[src/rtl/two_channel_daylight_ramp_sequencer_assert.svh]
// Assertion macros shared by the daylight ramp sequencer RTL.
`ifndef TWO_CHANNEL_DAYLIGHT_RAMP_SEQUENCER_ASSERT_SVH
`define TWO_CHANNEL_DAYLIGHT_RAMP_SEQUENCER_ASSERT_SVH

// Consequent must hold in the same cycle as the antecedent.
`define DRS_ASSERT_NOW(lbl, ante, cons, msg) \
    lbl: assert property (@(posedge i_clk) disable iff (!i_rst_n) (ante) |-> (cons)) \
        else $error(msg);

// Consequent must hold in the cycle after the antecedent.
`define DRS_ASSERT_NEXT(lbl, ante, cons, msg) \
    lbl: assert property (@(posedge i_clk) disable iff (!i_rst_n) (ante) |=> (cons)) \
        else $error(msg);

`endif

[src/rtl/drs_pkg.sv]
// Shared types, constants and helpers for the daylight ramp sequencer.
`default_nettype none

package drs_pkg;

    localparam int unsigned DUR_BITS       = 26;
    localparam int unsigned PEAK_BITS      = 8;
    localparam int unsigned ADV_BITS       = 10;
    localparam int unsigned OUT_LVL_BITS   = 8;
    localparam int unsigned CFG_IDX_BITS   = 3;
    localparam int unsigned NPHASE         = 6;

    localparam int unsigned LEVEL_MAX_DEF  = 255;
    localparam int unsigned TIME_BITS_DEF  = 26;

    localparam int unsigned RELAY_ON_LEVEL = 5;
    localparam int unsigned DUSK_OFF_LEVEL = 50;

    localparam int unsigned DUR_RESET      = 5000;
    localparam int unsigned PEAK_RESET     = 191;

    typedef enum logic [2:0] {
        PH_DAWN    = 3'd0,
        PH_SUNRISE = 3'd1,
        PH_NOON    = 3'd2,
        PH_SUNSET  = 3'd3,
        PH_DUSK    = 3'd4,
        PH_NIGHT   = 3'd5
    } t_phase;

    typedef enum logic [CFG_IDX_BITS-1:0] {
        CFG_DAWN_MS    = 3'd0,
        CFG_SUNRISE_MS = 3'd1,
        CFG_NOON_MS    = 3'd2,
        CFG_SUNSET_MS  = 3'd3,
        CFG_DUSK_MS    = 3'd4,
        CFG_NIGHT_MS   = 3'd5,
        CFG_BLUE_PEAK  = 3'd6
    } t_cfg_reg;

    typedef struct packed {
        logic [ADV_BITS-1:0] advance_ms;
        logic                restart;
    } t_tick;

    typedef struct packed {
        logic [2:0]              phase;
        logic [OUT_LVL_BITS-1:0] blue_level;
        logic [OUT_LVL_BITS-1:0] white_level;
        logic [OUT_LVL_BITS-1:0] blue_drive;
        logic [OUT_LVL_BITS-1:0] white_drive;
        logic                    blue_relay_on;
        logic                    white_relay_on;
    } t_result;

    typedef struct packed {
        logic                    valid;
        logic [CFG_IDX_BITS-1:0] index;
        logic [DUR_BITS-1:0]     data;
    } t_cfg_write;

    // Phase that follows p in the day cycle; night wraps round to dawn.
    function automatic t_phase phase_next(input t_phase p);
        t_phase r;
        unique case (p)
            PH_DAWN:    r = PH_SUNRISE;
            PH_SUNRISE: r = PH_NOON;
            PH_NOON:    r = PH_SUNSET;
            PH_SUNSET:  r = PH_DUSK;
            PH_DUSK:    r = PH_NIGHT;
            default:    r = PH_DAWN;
        endcase
        return r;
    endfunction

endpackage

`default_nettype wire

[src/rtl/drs_ramp_div.sv]
// Bit-serial scaled divider: quotient of elapsed times span over duration.
`default_nettype none

module drs_ramp_div
    import drs_pkg::*;
#(
    parameter int unsigned TIME_BITS  = TIME_BITS_DEF,
    parameter int unsigned LEVEL_BITS = 8
) (
    input  wire logic                  i_clk,
    input  wire logic                  i_rst_n,
    input  wire logic                  i_start,
    input  wire logic [TIME_BITS-1:0]  i_elapsed,
    input  wire logic [LEVEL_BITS-1:0] i_span,
    input  wire logic [TIME_BITS-1:0]  i_dur,
    output logic                       o_busy,
    output logic                       o_done,
    output logic [LEVEL_BITS-1:0]      o_quot
);

    localparam int unsigned CNT_W = $clog2(LEVEL_BITS + 1);
    localparam int unsigned PW    = TIME_BITS + 2;

    logic                  r_busy;
    logic                  r_done;
    logic [CNT_W-1:0]      r_cnt;
    logic [TIME_BITS-1:0]  r_e;
    logic [TIME_BITS-1:0]  r_d;
    logic [TIME_BITS-1:0]  r_rem;
    logic [LEVEL_BITS-1:0] r_m;
    logic [LEVEL_BITS-1:0] r_q;

    logic [PW-1:0]         part;
    logic [PW-1:0]         d1;
    logic [PW-1:0]         d2;
    logic [1:0]            digit;
    logic [PW-1:0]         n_part;
    logic [TIME_BITS-1:0]  n_rem;
    logic [LEVEL_BITS-1:0] n_q;

    // One multiplier bit per cycle: the partial remainder stays below three
    // times the divisor, so each step yields a quotient digit of 0, 1 or 2.
    always_comb begin
        part = {r_rem, 1'b0} + (r_m[LEVEL_BITS-1] ? PW'(r_e) : '0);
        d1   = PW'(r_d);
        d2   = PW'({r_d, 1'b0});
        if (part >= d2) begin
            digit  = 2'd2;
            n_part = part - d2;
        end else if (part >= d1) begin
            digit  = 2'd1;
            n_part = part - d1;
        end else begin
            digit  = 2'd0;
            n_part = part;
        end
        n_rem = n_part[TIME_BITS-1:0];
        n_q   = {r_q[LEVEL_BITS-2:0], 1'b0} + LEVEL_BITS'(digit);
    end

    always_ff @(posedge i_clk) begin
        if (!i_rst_n) begin
            r_busy <= 1'b0;
            r_done <= 1'b0;
        end else begin
            r_done <= r_busy && !i_start && (r_cnt == CNT_W'(1));
            if (i_start) begin
                r_busy <= 1'b1;
                r_cnt  <= CNT_W'(LEVEL_BITS);
                r_rem  <= '0;
                r_q    <= '0;
                r_e    <= i_elapsed;
                r_d    <= i_dur;
                r_m    <= i_span;
            end else if (r_busy) begin
                r_rem <= n_rem;
                r_q   <= n_q;
                r_m   <= {r_m[LEVEL_BITS-2:0], 1'b0};
                r_cnt <= r_cnt - CNT_W'(1);
                if (r_cnt == CNT_W'(1)) begin
                    r_busy <= 1'b0;
                end
            end
        end
    end

    assign o_busy = r_busy;
    assign o_done = r_done;
    assign o_quot = r_q;

endmodule

`default_nettype wire

[src/rtl/drs_cfg_regs.sv]
// Configuration registers with clamped duration lookup and clamped peak.
`default_nettype none

module drs_cfg_regs
    import drs_pkg::*;
#(
    parameter int unsigned LEVEL_MAX  = LEVEL_MAX_DEF,
    parameter int unsigned TIME_BITS  = TIME_BITS_DEF,
    parameter int unsigned LEVEL_BITS = 8
) (
    input  wire logic                  i_clk,
    input  wire logic                  i_rst_n,
    input  wire t_cfg_write            i_wr,
    input  wire t_phase                i_phase,
    output logic [TIME_BITS-1:0]       o_dur,
    output logic [LEVEL_BITS-1:0]      o_peak
);

    localparam int unsigned CW = (TIME_BITS > DUR_BITS) ? TIME_BITS : DUR_BITS;
    localparam logic [CW-1:0] TMAX = CW'((64'd1 << TIME_BITS) - 64'd1);

    logic [DUR_BITS-1:0]  r_dur [NPHASE];
    logic [PEAK_BITS-1:0] r_peak;
    logic [CW-1:0]        raw;

    always_ff @(posedge i_clk) begin
        if (!i_rst_n) begin
            for (int i = 0; i < NPHASE; i++) begin
                r_dur[i] <= DUR_BITS'(DUR_RESET);
            end
            r_peak <= PEAK_BITS'(PEAK_RESET);
        end else if (i_wr.valid) begin
            unique case (i_wr.index)
                CFG_DAWN_MS, CFG_SUNRISE_MS, CFG_NOON_MS,
                CFG_SUNSET_MS, CFG_DUSK_MS, CFG_NIGHT_MS: begin
                    r_dur[i_wr.index] <= i_wr.data;
                end
                CFG_BLUE_PEAK: begin
                    r_peak <= i_wr.data[PEAK_BITS-1:0];
                end
                default: begin
                end
            endcase
        end
    end

    // Durations beyond the elapsed counter's range are held at its maximum.
    always_comb begin
        raw   = CW'(r_dur[i_phase]);
        o_dur = (raw > TMAX) ? TMAX[TIME_BITS-1:0] : raw[TIME_BITS-1:0];
        if (32'(r_peak) > 32'(LEVEL_MAX)) begin
            o_peak = LEVEL_BITS'(LEVEL_MAX);
        end else begin
            o_peak = LEVEL_BITS'(r_peak);
        end
    end

endmodule

`default_nettype wire

[src/rtl/two_channel_daylight_ramp_sequencer.sv]
// Top level of the two-channel daylight ramp sequencer.
`default_nettype none

// Two-channel daylight ramp sequencer. Every tick transfer carries the
// milliseconds since the previous tick, or a restart, and produces exactly
// one result transfer with the phase, the blue and white levels, their
// active-low PWM compare values (full scale minus level) and the two supply
// relay states. The day runs dawn, sunrise, noon, sunset, dusk and night
// and then repeats; a phase with zero duration is skipped, and a phase ends
// on the tick after its elapsed time reached its duration. Ramp levels are
// start + elapsed*(end-start)/duration, truncated towards zero. Each level
// is worked out by a bit-serial divider that takes one level bit per cycle,
// and blue and white share it one after the other. A tick runs the phase
// search when the current phase has ended, then the time advance and the
// blue and white divisions; levels are as wide as LEVEL_MAX needs. A
// restart also runs the phase search but skips the time advance. The tick
// channel accepts the next transfer as soon as the block has handed its
// result to the output register, even if that result has not yet been
// taken downstream. Configuration writes are always accepted and should
// only be issued while no tick is in progress.
module two_channel_daylight_ramp_sequencer
    import drs_pkg::*;
#(
    parameter int unsigned LEVEL_MAX = LEVEL_MAX_DEF,
    parameter int unsigned TIME_BITS = TIME_BITS_DEF
) (
    input  wire logic                    i_clk,
    input  wire logic                    i_rst_n,
    input  wire logic                    i_tick_valid,
    output logic                         o_tick_ready,
    input  wire t_tick                   i_tick,
    output logic                         o_res_valid,
    input  wire logic                    i_res_ready,
    output t_result                      o_res,
    input  wire logic                    i_cfg_valid,
    output logic                         o_cfg_ready,
    input  wire logic [CFG_IDX_BITS-1:0] i_cfg_index,
    input  wire logic [DUR_BITS-1:0]     i_cfg_data
);

    localparam int unsigned LB  = $clog2(LEVEL_MAX + 1);
    localparam int unsigned TW1 = TIME_BITS + 1;
    localparam logic [LB-1:0] LVL_FULL = LB'(LEVEL_MAX);

    typedef enum logic [2:0] {
        S_IDLE,
        S_SCAN,
        S_ADV,
        S_BLUE_GO,
        S_BLUE_WAIT,
        S_WHITE_GO,
        S_WHITE_WAIT,
        S_DONE
    } t_state;

    t_state               r_state;
    t_phase               r_phase;
    t_phase               r_scan;
    logic [2:0]           r_tries;
    logic [TIME_BITS-1:0] r_elapsed;
    logic [ADV_BITS-1:0]  r_adv;
    logic                 r_restart;
    logic                 r_blue_sw;
    logic                 r_white_sw;
    logic [LB-1:0]        r_blue;
    logic [LB-1:0]        r_white;
    t_result              r_out;
    logic                 r_out_valid;

    t_cfg_write           cfg_wr;
    t_phase               lut_phase;
    t_phase               scan_next;
    logic [TIME_BITS-1:0] dur;
    logic [LB-1:0]        peak;
    logic                 dur_zero;

    logic                 white_sel;
    logic [LB-1:0]        ramp_a;
    logic [LB-1:0]        ramp_b;
    logic                 ramp_up;
    logic [LB-1:0]        span;
    logic [TIME_BITS-1:0] e_clamped;
    logic [LB-1:0]        level_new;

    logic                 div_start;
    logic                 div_busy;
    logic                 div_done;
    logic [LB-1:0]        div_quot;

    logic [TW1-1:0]       adv_sum;
    logic                 n_blue_sw;
    logic                 n_white_sw;
    logic                 tick_take;

    assign cfg_wr.valid = i_cfg_valid;
    assign cfg_wr.index = i_cfg_index;
    assign cfg_wr.data  = i_cfg_data;
    assign o_cfg_ready  = 1'b1;

    // The duration lookup has a single read port: during the phase search it
    // looks at the candidate phase, otherwise at the current phase.
    assign scan_next = phase_next(r_scan);
    assign lut_phase = (r_state == S_SCAN) ? scan_next : r_phase;

    drs_cfg_regs #(
        .LEVEL_MAX  (LEVEL_MAX),
        .TIME_BITS  (TIME_BITS),
        .LEVEL_BITS (LB)
    ) u_cfg (
        .i_clk   (i_clk),
        .i_rst_n (i_rst_n),
        .i_wr    (cfg_wr),
        .i_phase (lut_phase),
        .o_dur   (dur),
        .o_peak  (peak)
    );

    assign dur_zero = (dur == '0);

    // Ramp end points of the current phase for the channel being worked on.
    // Held levels are written as ramps whose two ends are equal.
    always_comb begin
        white_sel = (r_state == S_WHITE_GO) || (r_state == S_WHITE_WAIT);
        ramp_a    = '0;
        ramp_b    = '0;
        unique case (r_phase)
            PH_DAWN: begin
                ramp_b = white_sel ? '0 : peak;
            end
            PH_SUNRISE: begin
                ramp_a = white_sel ? '0 : peak;
                ramp_b = LVL_FULL;
            end
            PH_NOON: begin
                ramp_a = LVL_FULL;
                ramp_b = LVL_FULL;
            end
            PH_SUNSET: begin
                ramp_a = LVL_FULL;
                ramp_b = white_sel ? '0 : peak;
            end
            PH_DUSK: begin
                ramp_a = white_sel ? '0 : peak;
            end
            default: begin
            end
        endcase
        ramp_up   = (ramp_b >= ramp_a);
        span      = ramp_up ? (ramp_b - ramp_a) : (ramp_a - ramp_b);
        e_clamped = (r_elapsed > dur) ? dur : r_elapsed;
        // A falling ramp truncates towards zero, so the quotient is taken
        // off the start value.
        if (dur_zero) begin
            level_new = ramp_a;
        end else if (ramp_up) begin
            level_new = ramp_a + div_quot;
        end else begin
            level_new = ramp_a - div_quot;
        end
    end

    assign div_start = (r_state == S_BLUE_GO) || (r_state == S_WHITE_GO);

    drs_ramp_div #(
        .TIME_BITS  (TIME_BITS),
        .LEVEL_BITS (LB)
    ) u_div (
        .i_clk     (i_clk),
        .i_rst_n   (i_rst_n),
        .i_start   (div_start),
        .i_elapsed (e_clamped),
        .i_span    (span),
        .i_dur     (dur),
        .o_busy    (div_busy),
        .o_done    (div_done),
        .o_quot    (div_quot)
    );

    // Elapsed time saturates at the top of the counter.
    assign adv_sum = {1'b0, r_elapsed} + TW1'(r_adv);

    // Relay decisions: dawn closes blue from a low threshold, dusk opens it
    // below a higher one; the white relay follows the white fades.
    always_comb begin
        n_blue_sw  = r_blue_sw;
        n_white_sw = r_white_sw;
        unique case (r_phase)
            PH_DAWN: begin
                n_blue_sw = (32'(r_blue) >= RELAY_ON_LEVEL);
            end
            PH_SUNRISE, PH_SUNSET: begin
                n_white_sw = (32'(r_white) >= RELAY_ON_LEVEL);
            end
            PH_DUSK: begin
                n_blue_sw = (32'(r_blue) >= DUSK_OFF_LEVEL);
            end
            default: begin
            end
        endcase
    end

    assign tick_take = i_tick_valid && (r_state == S_IDLE);

    always_ff @(posedge i_clk) begin
        if (!i_rst_n) begin
            r_state     <= S_IDLE;
            r_phase     <= PH_DAWN;
            r_elapsed   <= '0;
            r_blue_sw   <= 1'b0;
            r_white_sw  <= 1'b0;
            r_out_valid <= 1'b0;
        end else begin
            // The done state reloads the output register itself.
            if (r_out_valid && i_res_ready && (r_state != S_DONE)) begin
                r_out_valid <= 1'b0;
            end
            unique case (r_state)
                S_IDLE: begin
                    if (tick_take) begin
                        r_adv     <= i_tick.advance_ms;
                        r_restart <= i_tick.restart;
                        r_tries   <= '0;
                        if (i_tick.restart) begin
                            r_scan  <= PH_NIGHT;
                            r_state <= S_SCAN;
                        end else if (r_elapsed >= dur) begin
                            r_scan  <= r_phase;
                            r_state <= S_SCAN;
                        end else begin
                            r_state <= S_ADV;
                        end
                    end
                end
                S_SCAN: begin
                    // One candidate phase per cycle; passing dawn opens both
                    // relays as a new cycle begins.
                    if (scan_next == PH_DAWN) begin
                        r_blue_sw  <= 1'b0;
                        r_white_sw <= 1'b0;
                    end
                    if (!dur_zero) begin
                        r_phase   <= scan_next;
                        r_elapsed <= '0;
                        r_state   <= r_restart ? S_BLUE_GO : S_ADV;
                    end else if (r_tries == 3'(NPHASE - 1)) begin
                        // Every duration is zero: rest at dawn. The search
                        // has passed dawn, so both relays are already open.
                        r_phase   <= PH_DAWN;
                        r_elapsed <= '0;
                        r_state   <= r_restart ? S_BLUE_GO : S_ADV;
                    end else begin
                        r_scan  <= scan_next;
                        r_tries <= r_tries + 3'd1;
                    end
                end
                S_ADV: begin
                    r_elapsed <= adv_sum[TIME_BITS] ? '1 : adv_sum[TIME_BITS-1:0];
                    r_state   <= S_BLUE_GO;
                end
                S_BLUE_GO: begin
                    r_state <= S_BLUE_WAIT;
                end
                S_BLUE_WAIT: begin
                    if (div_done) begin
                        r_blue  <= level_new;
                        r_state <= S_WHITE_GO;
                    end
                end
                S_WHITE_GO: begin
                    r_state <= S_WHITE_WAIT;
                end
                S_WHITE_WAIT: begin
                    if (div_done) begin
                        r_white <= level_new;
                        r_state <= S_DONE;
                    end
                end
                S_DONE: begin
                    if (!r_out_valid || i_res_ready) begin
                        r_blue_sw            <= n_blue_sw;
                        r_white_sw           <= n_white_sw;
                        r_out.phase          <= r_phase;
                        r_out.blue_level     <= OUT_LVL_BITS'(r_blue);
                        r_out.white_level    <= OUT_LVL_BITS'(r_white);
                        r_out.blue_drive     <= OUT_LVL_BITS'(LVL_FULL - r_blue);
                        r_out.white_drive    <= OUT_LVL_BITS'(LVL_FULL - r_white);
                        r_out.blue_relay_on  <= n_blue_sw;
                        r_out.white_relay_on <= n_white_sw;
                        r_out_valid          <= 1'b1;
                        r_state              <= S_IDLE;
                    end
                end
                default: begin
                    r_state <= S_IDLE;
                end
            endcase
        end
    end

    assign o_tick_ready = (r_state == S_IDLE);
    assign o_res_valid  = r_out_valid;
    assign o_res        = r_out;

`include "two_channel_daylight_ramp_sequencer_assert.svh"

    `DRS_ASSERT_NEXT(a_tick_busy, i_tick_valid && o_tick_ready, !o_tick_ready,
        "tick channel still ready after a transfer")
    `DRS_ASSERT_NOW(a_div_idle_start, div_start, !div_busy,
        "divider started while busy")
    `DRS_ASSERT_NOW(a_drive_sum, o_res_valid,
        OUT_LVL_BITS'(o_res.blue_level + o_res.blue_drive) == OUT_LVL_BITS'(LEVEL_MAX),
        "blue level and drive do not add up to full scale")
    `DRS_ASSERT_NOW(a_noon_full, o_res_valid && (o_res.phase == PH_NOON),
        (o_res.blue_level == OUT_LVL_BITS'(LEVEL_MAX)) &&
        (o_res.white_level == OUT_LVL_BITS'(LEVEL_MAX)),
        "noon result not at full scale")

endmodule

`default_nettype wire
[config.mk]
export PLATFORM = sky130hd
export DESIGN_NAME = two_channel_daylight_ramp_sequencer
export DESIGN_NICKNAME = d
export VERILOG_FILES = /design/src/rtl/drs_pkg.sv /design/src/rtl/drs_ramp_div.sv /design/src/rtl/drs_cfg_regs.sv /design/src/rtl/two_channel_daylight_ramp_sequencer.sv
export VERILOG_INCLUDE_DIRS = /design/src /design/src/rtl
export SDC_FILE = /design/constraint.sdc
export NUM_CORES = 1
export LEC_CHECK = 0
export BUFFER_PORTS_ARGS = -buffer_cell sky130_fd_sc_hd__buf_2
export CAP_MARGIN = 30
export CORE_AREA = 3 3 238 240
export DETAILED_ROUTE_END_ITERATION = 7
export DIE_AREA = 0 0 241 243
export PLACE_DENSITY = 0.73
export SLEW_MARGIN = 20
export SYNTH_ARGS = -nofsm -noshare
export SYNTH_HDL_FRONTEND = slang
export SYNTH_SLANG_ARGS = --single-unit
export TNS_END_PERCENT = 100
[constraint.sdc]
create_clock -name i_clk -period 5.9 [get_ports i_clk]
set_input_delay 0 -clock i_clk [delete_from_list [all_inputs] [get_ports i_clk]]
set_output_delay 0 -clock i_clk [all_outputs]
set_load 0.05 [all_outputs]
### After elaboration in Yosys (flattened, before gate mapping)

Memory sizes are Yosys's and may differ from the RTL's.
Cells that the tools add are included.

* register bits: 213
* bits in writable memories: 156
* input bits: 45
* output and inout port bits: 40
* logic and storage cells: 192
* memories: 1

* $add $sub $neg: 13
* magnitude comparators: 9
* equal/unequal tests: 34
* mux-type cells: 67
* reductions and logical operators: 40

Memories
* u_cfg.r_dur: depth 6, bits a word 26, rd ports 1, clocked after memory_dff 0, write ports 6, RTL line drs_cfg_regs.sv:22 `logic [DUR_BITS-1:0] r_dur [NPHASE];`

Operators with widths (count)
* 26-bit 2-to-1 mux: 10
* 8-bit 2-to-1 mux: 7
* 3-bit 2-to-1 mux: 18
* 26-bit one-hot mux with 2 select lines: 1
* 26-bit subtractor: 2
* 8-bit one-hot mux with 2 select lines: 2
* 3-bit equality test, second input constant: 10
* 27-bit by 26-bit adder with 28-bit output: 1
* 28-bit by 26-bit greater-or-equal comparator with 1-bit output: 1
* 28-bit by 27-bit greater-or-equal comparator with 1-bit output: 1
* 26-bit by 10-bit adder with 27-bit output: 1
* 26-bit greater-or-equal comparator: 1
* 26-bit greater-than comparator: 1
* 26-bit greater-than comparator, second input constant: 1
* 26-bit logical NOT: 1
* 26-bit OR reduction: 1
* 3-bit by 2-bit equality test with 1-bit output, second input constant: 8
* 3-bit one-hot mux with 8 select lines: 1
* 8-bit subtractor: 3
* 1-bit 2-to-1 mux: 18
* 8-bit by 3-bit greater-or-equal comparator with 1-bit output, second input constant: 2
* 8-bit subtractor, first input constant: 2
* 3-bit logical NOT: 5
* 3-bit one-hot mux with 5 select lines: 1
* 27 further kinds: 64

### Longest topological paths before layout

An unclocked memory read counts as a cell.

* word-level depth: 11
* gate-level depth with buffers: 27
* depth with buffers taken out: 23

### Cells and area by module

From an unflattened synthesis, not the netlist that was laid out.

* cell total of the unflattened synthesis: 2157
* area total of the unflattened synthesis: 24327.1 µm²

By module, submodules not included
* drs_cfg_regs: times used 1, cells each 562, area each 9202.6 µm², seq. area each 6406.1 µm²
* drs_ramp_div: times used 1, cells each 832, area each 7986.4 µm², seq. area each 2982.9 µm²
* two_channel_daylight_ramp_sequencer: times used 1, cells each 763, area each 7138.1 µm², seq. area each 2802.7 µm²

### Worst setup path after synthesis

No wires, ideal clock.

* path type: register -> register
* start: reg u_div.r_m[7]
* end: reg u_div.r_q[5] (netlist: u_div.o_quot[5]), data pin
* setup time: 266 ps
* arrival: 5286 ps
* required time: 5634 ps
* setup slack: 348 ps
* stages on the path, launching flop included: 26
* path buffers: 2
* period minus slack after synthesis: 5552 ps
* path through: edfxtp_1 -> clkbuf_1 -> and2_1 -> ha_1 -> fa_1 -> a211oi_1 -> o21ai_0 -> a21o_1 -> a41oi_1 -> o21ai_0 -> a21oi_1 -> xnor2_1 -> ha_1 -> a21o_1 -> a21o_1 -> a21oi_1 -> nand3_1 -> a2bb2oi_1 -> nor2b_1 -> clkbuf_1 -> clkinv_1 -> ha_1 -> ha_1 -> nand3_1 -> xor2_1 -> nor2_1

* cells in the longest elaborated chain, start to end: 7
* elaborated cells on any way between the ends: 8
* classes of those cells: add/sub: 2; order compare: 2; mux: 4

RTL lines
* from (decl): RTL line drs_ramp_div.sv:30 `logic [LEVEL_BITS-1:0] r_m;`
* from (signal assigned): RTL line drs_ramp_div.sv:74 `r_m <= i_span;`
* from (signal assigned): RTL line drs_ramp_div.sv:78 `r_m <= {r_m[LEVEL_BITS-2:0], 1'b0};`
* 26-bit 2-to-1 mux (*): RTL line drs_ramp_div.sv:44 `part = {r_rem, 1'b0} + (r_m[LEVEL_BITS-1] ? PW'(r_e) : '0);`
* 27-bit by 26-bit adder with 28-bit output (*): RTL line drs_ramp_div.sv:44
* 28-bit by 26-bit greater-or-equal comparator with 1-bit output: RTL line drs_ramp_div.sv:50 `end else if (part >= d1) begin`
* 1-bit 2-to-1 mux: RTL line drs_ramp_div.sv:50
* 2-bit 2-to-1 mux (*): RTL line drs_ramp_div.sv:47 `if (part >= d2) begin`
* 8-bit by 2-bit adder with 8-bit output (*): RTL line drs_ramp_div.sv:58 `n_q = {r_q[LEVEL_BITS-2:0], 1'b0} + LEVEL_BITS'(digit);`
* 8-bit 2-to-1 mux (*): RTL line drs_ramp_div.sv:75 `end else if (r_busy) begin`
* to (signal assigned): RTL line drs_ramp_div.sv:77 `r_q <= n_q;`
* to (decl): RTL line drs_ramp_div.sv:31 `logic [LEVEL_BITS-1:0] r_q;`

Mark *: on every way between the ends. The rest lies on a longest branch, timed or not. The select of a mux whose other input is x is not followed.
A chain may end at the register's enable or synchronous reset.

### Final worst setup path

* start: reg r_state[2]
* end: reg u_div.r_e[12], data pin

* cells in the longest elaborated chain, start to end: 7

RTL lines
* from (decl): RTL line two_channel_daylight_ramp_sequencer.sv:56 `t_state r_state;`
* from (signal assigned): RTL line two_channel_daylight_ramp_sequencer.sv:244 `r_state <= r_restart ? S_BLUE_GO : S_ADV;`
* from (signal assigned): RTL line two_channel_daylight_ramp_sequencer.sv:250 `r_state <= r_restart ? S_BLUE_GO : S_ADV;`
* 3-bit by 1-bit equality test with 1-bit output (*): RTL line two_channel_daylight_ramp_sequencer.sv:103 `assign lut_phase = (r_state == S_SCAN) ? scan_next : r_phase;`
* 3-bit 2-to-1 mux (*): RTL line two_channel_daylight_ramp_sequencer.sv:103
* memory 6 x 26 bit (*)
* 26-bit greater-than comparator: RTL line drs_cfg_regs.sv:50 `o_dur = (raw > TMAX) ? TMAX[TIME_BITS-1:0] : raw[TIME_BITS-1:0];`
* 26-bit 2-to-1 mux (*): RTL line drs_cfg_regs.sv:50
* net dur[14]: RTL line two_channel_daylight_ramp_sequencer.sv:73 `logic [TIME_BITS-1:0] dur;`
* 26-bit greater-than comparator (*): RTL line two_channel_daylight_ramp_sequencer.sv:150 `e_clamped = (r_elapsed > dur) ? dur : r_elapsed;`
* 26-bit 2-to-1 mux (*): RTL line two_channel_daylight_ramp_sequencer.sv:150
* net e_clamped[12]: RTL line two_channel_daylight_ramp_sequencer.sv:82 `logic [TIME_BITS-1:0] e_clamped;`
* to (signal assigned): RTL line drs_ramp_div.sv:72 `r_e <= i_elapsed;`
* to (decl): RTL line drs_ramp_div.sv:27 `logic [TIME_BITS-1:0] r_e;`

Mark *: on every way through the listed nets, which the timed path passes. The rest lies on a longest branch.

==> impl_metrics.env <==
export IMPL_core_um2=54900
export IMPL_synth_most_common_cell="edfxtp_1"
export IMPL_syn_inst=2380
export IMPL_p_sw_mw=4.07
export IMPL_synthArstFlopShare_pct=0
export IMPL_place_gp_congestion=0.969
export IMPL_synth_ff_type="edfxtp_1"
export IMPL_power_mw=11.1
export IMPL_cp_end_kind="flop"
export IMPL_drive_above_1_share_pct=11.4
export IMPL_antenna_found_initial=0
export IMPL_die_area_um2=58600
export IMPL_cp_arrival_ns=6.14
export IMPL_setup_violations_final=0
export IMPL_n_antenna_cell=0
export IMPL_syn_cell_area_um2=24600
export IMPL_synth_edf_count=376
export IMPL_ff2ff_setup_slack_ns=0.10
export IMPL_critPathBufInv=4
export IMPL_critPathMaxStageDelay_ns=0.83
export IMPL_first_global_vias=19515
export IMPL_internal_power_mw=7.05
export IMPL_detail_route_wl_per_cell_um=21.2
export IMPL_skew_ns=0.0174
export IMPL_grt_pass1_wl_um=108000
export IMPL_drc=0
export IMPL_nets=2769
export IMPL_path_max_fanout=28
export IMPL_hold_viol=0
export IMPL_synth_common_cells="edfxtp_1, nand2_1, nor2_1"
export IMPL_fin_cells=3317
export IMPL_pwr_density_cell_nw_per_um2=391
export IMPL_fill_cells=4801
export IMPL_endpoint="u_div.r_e[12]"
export IMPL_cts_buffer_depth=3
export IMPL_clock_latency_ns=0.59
export IMPL_synth_cell_type_count=87
export IMPL_drt_pass1_iterations=6
export IMPL_regToRegEndpoint="u_div.r_e[12]"
export IMPL_timing_fmax_ghz=0.172
export IMPL_avgSynthCellArea_um2=10.3
export IMPL_crit_type="reg2reg"
export IMPL_yosys_warnings=0
export IMPL_drt_iter0_markers=1980
export IMPL_htreeDepth=2
export IMPL_dp_hpwl_um=49300
export IMPL_cp_num_cells=16
export IMPL_maxSlewHeadroom_pct=21.8
export IMPL_die_w_um=241
export IMPL_via_count=19733
export IMPL_comb_power_share_pct=39.8
export IMPL_layout_area_seq_um2=12200
export IMPL_hp_class="in2reg"
export IMPL_io_buffers=83
export IMPL_yosysTopAreaCell="edfxtp_1"
export IMPL_ys_ff_latch=421
export IMPL_slowest_stage="a221oi_1"
export IMPL_cts_tree="done"
export IMPL_peakVddDrop_mv=0.321
export IMPL_period_share_pct=98.3
export IMPL_cp_startpoint="r_state[2]"
export IMPL_synth_top_area_share_pct=45.9
export IMPL_sequentialPowerShare_pct=33.4
export IMPL_multi_input_area_um2=11600
export IMPL_ys_seq_area_share_pct=49.5
export IMPL_worstMarginPinSlew_ns=1.16
export IMPL_ant_nets=0
export IMPL_crit_family="compound AO/OA/AOI/OAI gates"
export IMPL_path_cells="nor3b_4, buf_4, mux2i_1, buf_4, and2_1, a32o_1, a221oi_1, inv_1, ha_1, nand4_1, nor3_1, a21oi_1, o21ai_0, nand2_1, buf_4, o21ai_0"
export IMPL_start_util_pct=44.9
export IMPL_r2r_cells=16
export IMPL_clkTransAtPathRegs_ns=0.06
export IMPL_start_kind="flop"
export IMPL_switching_share_pct=36.6
export IMPL_ioPinCount=85
export IMPL_crit_path_frequent_cell="buf_4"
export IMPL_grt_overflow_total=0
export IMPL_drv_slew=0
export IMPL_ys_top_cells_by_area="edfxtp_1, ha_1, dfxtp_1"
export IMPL_r2r_start="r_state[2]"
export IMPL_avgViaCountPerCell=5.95
export IMPL_finalCriticalPeriod_ns=5.80
export IMPL_timing_hold_ws_ns=0.0655
export IMPL_cts_sinks=421
export IMPL_num_rows=86
export IMPL_chipHeight_um=243
export IMPL_area_growth_pct=15.4
export IMPL_track_usage_pct=23.4
export IMPL_critPathRequiredTime_ns=6.24
export IMPL_grt_start_max_net_pins=47
export IMPL_cts_buffers=46
export IMPL_maxCapViolCount=0
export IMPL_power_leakage_nw=11.3
export IMPL_clock_root_buffer="clkbuf_16"
export IMPL_status="completed"
export IMPL_place_inst=3173
export IMPL_clockPowerShare_pct=26.8
export IMPL_routed_wirelength_um=70200
kinds of logic (layout without fill, tap and decap cells):
| logic type | Yosys count | count (layout) | synth area share (%) |
|---|---|---|---|
| simple gates | 780 | 780 | 15.6 |
| compound gates | 557 | 557 | 14.7 |
| flops | 421 | 421 | 49.5 |
| buf+inv | 271 | 453 | 4.29 |
| fa+ha+maj | 149 | 149 | 7.78 |
| mux | 104 | 104 | 4.62 |
| xor+xnor | 96 | 96 | 3.41 |
| other cells | 2 | 53 | 0.0305 |
timing repair:
| action | 4_1_cts | 5_1_grt |
|---|---|---|
| hold buffers | 49 | 0 |
| setup endpoints to repair | 0 | 28 |
| buffers inserted | 0 | 2 |
| gates resized for setup | 0 | 5 |
| hold endpoints to repair | 228 | 0 |
per-layer routing:
metal	vias up	share of wire (%)	GRT usage [%]	routed length (um)
met1	9591	40	29.9	28400
met5	-	0	0	0
met4	0	4.3	10.3	3060
met3	188	7.1	3.17	4980
li1	9104	-	-	-
met2	850	48	39.7	33800
sequential cells by signal (all words and copies together), names as in the netlist, 10 cells and up:
name / count
o_res: 37
r_adv: 10
u_div.r_rem: 26
u_div.r_d: 26
r_elapsed: 26
u_div.r_e: 26
u_cfg.r_dur: 208
power groups by stage:
stage | Combinational (mW) | Clock (mW) | Sequential (mW)
after global placement | 4.15 | 0 | 3.77
after CTS | 4.32 | 3.02 | 3.71
after floorplan | 3.04 | 0 | 3.73
after detailed placement | 4.26 | 0 | 3.77
final | 4.42 | 2.98 | 3.72
after global routing | 4.79 | 3.16 | 3.73
worst reg2reg max path, cell delays in order, from the launching register on:
cell and delay, ns:
dfxtp_1 0.49, nor3b_4 0.29, buf_4 0.32, mux2i_1 0.12
buf_4 0.22, and2_1 0.44, a32o_1 0.36, a221oi_1 0.83
inv_1 0.18, ha_1 0.33, nand4_1 0.17, nor3_1 0.49
a21oi_1 0.24, o21ai_0 0.25, nand2_1 0.17, buf_4 0.25
o21ai_0 0.40
cell usage in the layout (no fill, tap or decap), types with 59 or more instances in the layout:
master,instances
nand2_1,218
buf_2,84
mux2i_1,80
nor2_1,209
xnor2_1,59
buf_4,62
o21ai_0,129
edfxtp_1,376
nand3_1,76
inv_1,161
a21oi_1,146
ha_1,141
how the worst min path moves through the flow:
stage,start,end,slack (ns),cells past startpoint
final,i_rst_n,u_cfg.o_peak[4],0.07,3
after CTS,i_rst_n,u_cfg.o_peak[2],0.02,3
after global placement,i_tick[7],r_adv[6],0.18,1
after detailed placement,i_tick[6],r_adv[5],0.18,1
after global routing,i_rst_n,u_cfg.o_peak[2],0.04,3
after floorplan,i_tick[1],r_adv[0],0.1,0
per-stage QoR:
stage                     instance area, um2  worst slack (ns)  util, %  setup TNS, ns
after global routing                   28400          -0.00716     51.8        -0.0115
after detailed placement               26200             0.275     47.8              0
after floorplan                        24800             0.348        -              0
after CTS                              28300             0.254     51.5              0
after global placement                 26200             0.324     47.8              0
final                                  28400             0.102     51.8              0
layout make-up:
class	instances	share of cell area, %
sequential	421	42.9
clock inverter	23	1.00
timing repair buffer	204	5.37
tap	704	3.10
clock buffer	63	4.49
multi-input combinational	1739	41.0
inverter	163	2.15
Power figures use the tool's default switching activity.
